[src/rtl/tma_pkg.sv]
`default_nettype none
package tma_pkg;

    // Shared widths of the root and quotient pipes.
    localparam int RAD_W      = 64;
    localparam int ROOT_W     = 32;
    localparam int REM_W      = ROOT_W + 4;
    localparam int QUO_W      = 62;
    localparam int STEPS      = 2;
    localparam int SQ_STAGES  = ROOT_W / STEPS;
    localparam int DIV_STAGES = QUO_W / STEPS;
    localparam int SH_W       = 7;

    // Beat handed from the front end to the first root pipe.
    typedef struct packed {
        logic [RAD_W-1:0] rad;
        logic [RAD_W-1:0] qk;
        logic             deg;
    } mid_t;

    function automatic logic [63:0] mag64(input logic signed [63:0] v);
        logic [63:0] m;
        m = v[63] ? (64'd0 - 64'(v)) : 64'(v);
        return m;
    endfunction

    function automatic logic signed [63:0] shr_sgn(input logic signed [63:0] v,
                                                   input logic [SH_W-1:0] s);
        logic [63:0] m;
        m = mag64(v) >> s;
        return v[63] ? -$signed(m) : $signed(m);
    endfunction

    // Fewest right shifts that bring orall below 2^lim.
    function automatic logic [SH_W-1:0] norm_shift(input logic [63:0] orall,
                                                   input logic [SH_W-1:0] lim);
        logic [SH_W-1:0] m;
        int i;
        m = '0;
        for (i = 0; i < 64; i++) begin
            if (orall[i]) m = SH_W'(i);
        end
        return (m >= lim) ? SH_W'(m - lim + 1'b1) : '0;
    endfunction

endpackage
`default_nettype wire

[src/rtl/tma_sqrt.sv]
`default_nettype none
module tma_sqrt #(
    parameter int SIDE_W = 1
) (
    input  wire logic                         aclk,
    input  wire logic                         aresetn,
    input  wire logic                         en,
    input  wire logic                         in_valid,
    input  wire logic [tma_pkg::RAD_W-1:0]    in_rad,
    input  wire logic [SIDE_W-1:0]            in_side,
    output logic                              out_valid,
    output logic [tma_pkg::ROOT_W-1:0]        out_root,
    output logic [SIDE_W-1:0]                 out_side
);
    import tma_pkg::*;

    logic [SQ_STAGES-1:0] vld_reg;
    logic [RAD_W-1:0]     rad_reg  [SQ_STAGES], rad_next  [SQ_STAGES];
    logic [REM_W-1:0]     rem_reg  [SQ_STAGES], rem_next  [SQ_STAGES];
    logic [ROOT_W-1:0]    root_reg [SQ_STAGES], root_next [SQ_STAGES];
    logic [SIDE_W-1:0]    side_reg [SQ_STAGES];

    // Two result bits per stage, digit-by-digit floor root.
    always_comb begin
        logic [RAD_W-1:0]  rad;
        logic [REM_W-1:0]  rem, rt, trial;
        logic [ROOT_W-1:0] root;
        int st, j;
        for (st = 0; st < SQ_STAGES; st++) begin
            if (st == 0) begin
                rad  = in_rad;
                rem  = '0;
                root = '0;
            end else begin
                rad  = rad_reg[st-1];
                rem  = rem_reg[st-1];
                root = root_reg[st-1];
            end
            for (j = 0; j < STEPS; j++) begin
                rt    = {rem[REM_W-3:0], rad[RAD_W-1 -: 2]};
                trial = {2'b00, root, 2'b01};
                if (rt >= trial) begin
                    rem  = rt - trial;
                    root = {root[ROOT_W-2:0], 1'b1};
                end else begin
                    rem  = rt;
                    root = {root[ROOT_W-2:0], 1'b0};
                end
                rad = rad << 2;
            end
            rad_next[st]  = rad;
            rem_next[st]  = rem;
            root_next[st] = root;
        end
    end

    always_ff @(posedge aclk) begin
        if (!aresetn) begin
            vld_reg <= '0;
        end else if (en) begin
            vld_reg <= {vld_reg[SQ_STAGES-2:0], in_valid};
        end
    end

    always_ff @(posedge aclk) begin
        if (en) begin
            rad_reg  <= rad_next;
            rem_reg  <= rem_next;
            root_reg <= root_next;
            side_reg[0] <= in_side;
            for (int st = 1; st < SQ_STAGES; st++) side_reg[st] <= side_reg[st-1];
        end
    end

    assign out_valid = vld_reg[SQ_STAGES-1];
    assign out_root  = root_reg[SQ_STAGES-1];
    assign out_side  = side_reg[SQ_STAGES-1];

endmodule
`default_nettype wire

[config.mk]
export PLATFORM = sky130hd
export DESIGN_NAME = tma_sqrt
export DESIGN_NICKNAME = d
export VERILOG_FILES = /design/src/rtl/tma_pkg.sv /design/src/rtl/tma_sqrt.sv
export SDC_FILE = /design/constraint.sdc
export NUM_CORES = 2
export LEC_CHECK = 0
export BUFFER_PORTS_ARGS = -buffer_cell sky130_fd_sc_hd__buf_4
export CORE_MARGIN = 5
export CORE_UTILIZATION = 60
export CTS_BUF_LIST = sky130_fd_sc_hd__clkbuf_4
export DETAILED_ROUTE_END_ITERATION = 12
export PLACE_DENSITY = 0.84
export SYNTH_ARGS = -nofsm -noshare
export SYNTH_HDL_FRONTEND = slang
export SYNTH_SLANG_ARGS = --single-unit
[constraint.sdc]
create_clock -name aclk -period 6.35 [get_ports aclk]
set_input_delay 0.3175 -clock aclk [delete_from_list [all_inputs] [get_ports aclk]]
set_output_delay 0.3175 -clock aclk [all_outputs]
set_load 0.02 [all_outputs]
==> metrics.cfg <==
[route]
via_per_inst = 6.33
firstDrtPassIters = 7
drt-initial-drc-count = 7348
drtAntennaViolNets = 0
drt-total-wl_um = 229000
drcViolationCount = 0
vias = 67900
wl_per_cell_um = 21.4

[worst_setup_path]
rr_startpoint = root_reg[210]
startpoint_type = register
crit_required_ns = 7.33
critPathLaunch = root_reg[210]
end_kind = register
regToRegEndpoint = rem_reg[202]
slowest_delay_ns = 0.57
cp_slowest_cell = edfxtp_1
worstSetupEndpoint = rem_reg[202]
path_cells = inv_1 > ha_1 > and2_1 > nand2_1 > nor4_1 > a21oi_1 > o21ai_2 > clkinvlp_4 > o31ai_2 > ha_1 > a21o_1 > a21o_1 > a21o_1 > a21o_1 > a21oi_1 > o21ai_0 > a21o_1 > a311o_1 > a2111oi_2 > o41ai_2 > buf_4
path_class = reg2reg
reg2reg_slack_ns = 0.13
crit_top_cell = a21o_1
path_max_fanout = 13
cp.arrival_ns = 7.20
rr_worst_depth = 21

[yosys]
async_reset_ff_frac = 0
syn_area_um2 = 82900
synth_warnings = 0
netlist_instances = 8186
synth_ff_type = edfxtp_1
synthDistinctLibCells = 117
ys_seq_area_frac = 0.458
synth-edff-count = 1255
syn_avg_cell_area_um2 = 10.1
synth-seq-cells = 1271

[cts]
insertion_delay_ns = 1.31
cts-buffers-inserted = 342
h-tree-depth = 5
cts_tree = done
cts_num_sinks = 1271
path_clk_slew_ns = 0.06
clock-root-buffer = clkbuf_4
clk_path_buf_depth = 4

[floorplan]
rows = 136
dieArea_um2 = 146000
start_util = 0.604
ios = 103
die_w_um = 382
coreArea_um2 = 137000
die_h_um = 382

[timing]
fin_skew_ns = 0.112
period_share = 0.979
slew_viol_final = 0
setup_viol = 0
layout_min_cycle_time_ns = 6.22
fmax_mhz = 161
worstMarginPinSlew_ns = 1.14
slew_headroom = 0.229
finalHoldViolCount = 0
setup-tns-final_ns = 0

[power_and_ir_drop]
power_w = 0.0368
p_sw_w = 0.0149
p_per_area_nw_per_um2 = 399
p_comb_frac = 0.473
seq_power_share = 0.338
irDropWorstVdd_mv = 0.308
cellLeakagePower_nw = 36.8
p_int_w = 0.0219
clockPowerShare = 0.189
sw_frac_of_total = 0.405

[placed_design]
dp_hpwl_um = 167000
gp_congestion = 0.990
io_buffers = 102

[global_route]
grt_first_pass_wirelength_um = 356000
grt_usage = 0.303
grt_max_degree = 198
grt_pass1_vias = 65500
grt_overflow_total = 0
antenna_found_initial = 4

[flow_run]
cap_violations = 0

[cells_and_area]
fill_cells = 10300
largest_reg_flops = 487
nNetsFinal = 9352
areaGrowthSynthToFinish_pct = 11.2
drive_gt1_frac = 0.116

[hold_path]
min-delay-path-class = in2reg

[status]
status = finished clean

timing repair:
item,CTS,global route
gates cloned,0,2
gates resized for setup,5,65
pin swaps,0,9
setup endpoints to repair,25,181
buffers inserted,0,13
hold buffers,141,0
endpoints found under the hold margin,275,0
cells in the mapped netlist, types with 48 or more instances:
master | n | area (um^2)
a211oi_1 | 62 | 465
a21o_1 | 301 | 2260
a21oi_1 | 597 | 2990
a31oi_1 | 78 | 488
and2_1 | 48 | 300
and3_1 | 70 | 438
clkbuf_1 | 187 | 702
edfxtp_1 | 1255 | 37700
ha_1 | 558 | 6980
inv_1 | 474 | 1780
mux2_2 | 78 | 878
mux2i_1 | 48 | 480
nand2_1 | 696 | 2610
nand2b_1 | 80 | 500
nand3_1 | 177 | 886
nand4_1 | 143 | 895
nor2_1 | 599 | 2250
nor2b_1 | 94 | 588
nor3_1 | 214 | 1070
nor4_1 | 101 | 632
o211ai_1 | 48 | 360
o21a_1 | 91 | 683
o21ai_0 | 473 | 2370
o21bai_1 | 56 | 420
o31ai_1 | 66 | 495
or2_2 | 51 | 319
or3_1 | 87 | 544
xnor2_1 | 495 | 4340
xor2_1 | 278 | 2430
cell families (layout without fill, tap and decap cells):
group / Yosys count / in the layout / share of synthesized area
flip-flops: 1271 / 1271 / 0.458
AND/OR/NAND/NOR: 2590 / 2590 / 0.158
adder cells (fa/ha/maj): 558 / 558 / 0.0842
AO/OA/AOI/OAI: 2133 / 2133 / 0.167
other: 1 / 7 / 0.0000452
multiplexers: 133 / 133 / 0.0173
XOR/XNOR: 773 / 773 / 0.0817
buffers and inverters: 727 / 1469 / 0.0340
worst min-delay path by stage:
| stage | start | end | slack (ns) | depth (start not counted) |
|---|---|---|---|---|
| global route | in_rad[62] | rem_reg[565] | 0.14 | 5 |
| detailed placement | rad_next[371] | rad_next[311] | 0.40 | 0 |
| floorplan | rad_next[184] | rad_next[124] | 0.40 | 0 |
| finish | in_rad[62] | rem_reg[571] | 0.19 | 5 |
| CTS | in_rad[60] | rem_reg[572] | 0.01 | 5 |
| global placement | side_reg[0][7] | side_reg[1][0] | 0.40 | 0 |
cell usage in the layout, fill, tap and decap left out, types with 48 or more instances in the layout:
| cell type | instances |
|---|---|
| a211oi_1 | 60 |
| a21o_1 | 300 |
| a21oi_1 | 591 |
| a31oi_1 | 77 |
| and2_1 | 48 |
| and3_1 | 70 |
| buf_4 | 273 |
| clkbuf_4 | 448 |
| clkinv_1 | 72 |
| dlygate4sd3_1 | 141 |
| edfxtp_1 | 1255 |
| ha_1 | 555 |
| inv_1 | 471 |
| mux2_2 | 78 |
| mux2i_1 | 48 |
| nand2_1 | 696 |
| nand2b_1 | 80 |
| nand3_1 | 177 |
| nand4_1 | 143 |
| nor2_1 | 599 |
| nor2b_1 | 93 |
| nor3_1 | 212 |
| nor4_1 | 100 |
| o211ai_1 | 48 |
| o21a_1 | 90 |
| o21ai_0 | 463 |
| o21bai_1 | 56 |
| o31ai_1 | 63 |
| or2_2 | 51 |
| or3_1 | 87 |
| xnor2_1 | 494 |
| xor2_1 | 278 |
metal layers:
metal	up-vias	global-route usage	wire length, um
met2	3335	0.503	108000
met1	32100	0.390	92100
li1	31800	-	-
met4	4	0.132	10600
met3	695	0.0570	18700
met5	-	0	24
cell type report:
class	instances	area, um^2	share of cell area
tap	1794	2240	0.0243
sequential	1271	38000	0.412
clock inverter	101	566	0.00613
clock buffer	448	3360	0.0365
inverter	484	1830	0.0198
timing repair inverter	1	7.51	0.0000814
multi-input combinational	6190	42300	0.459
antenna	4	10.0	0.000109
timing repair buffer	435	3850	0.0418
worst max-delay path, delay by kind of cell (launching register included):
family	cells	cell delay, ns
AO/OA/AOI/OAI	13	3.16
adder cells (fa/ha/maj)	2	0.77
buffers and inverters	3	0.59
flip-flops	1	0.57
AND/OR/NAND/NOR	3	0.85
power by group through the flow:
stage	logic [W]	clock network, W	registers, W
floorplan	0.0125	0	0.0119
global placement	0.0164	0	0.0125
detailed placement	0.0167	0	0.0126
CTS	0.0169	0.00705	0.0124
global route	0.0190	0.00760	0.0125
finish	0.0174	0.00694	0.0125
through the flow:
step	hold slack, ns	cells	setup WS, ns	area [um^2]	utilization
after global routing	0.135	10700	-0.0645	92200	0.672
final	0.194	10700	0.134	92200	0.672
after floorplan	0.400	8188	0.0677	82900	-
after CTS	0.0103	10700	0.0280	91800	0.669
after global placement	0.400	10000	-0.102	86500	0.630
after detailed placement	0.405	10000	-0.0993	86500	0.630
Power figures use the tool's default switching activity.
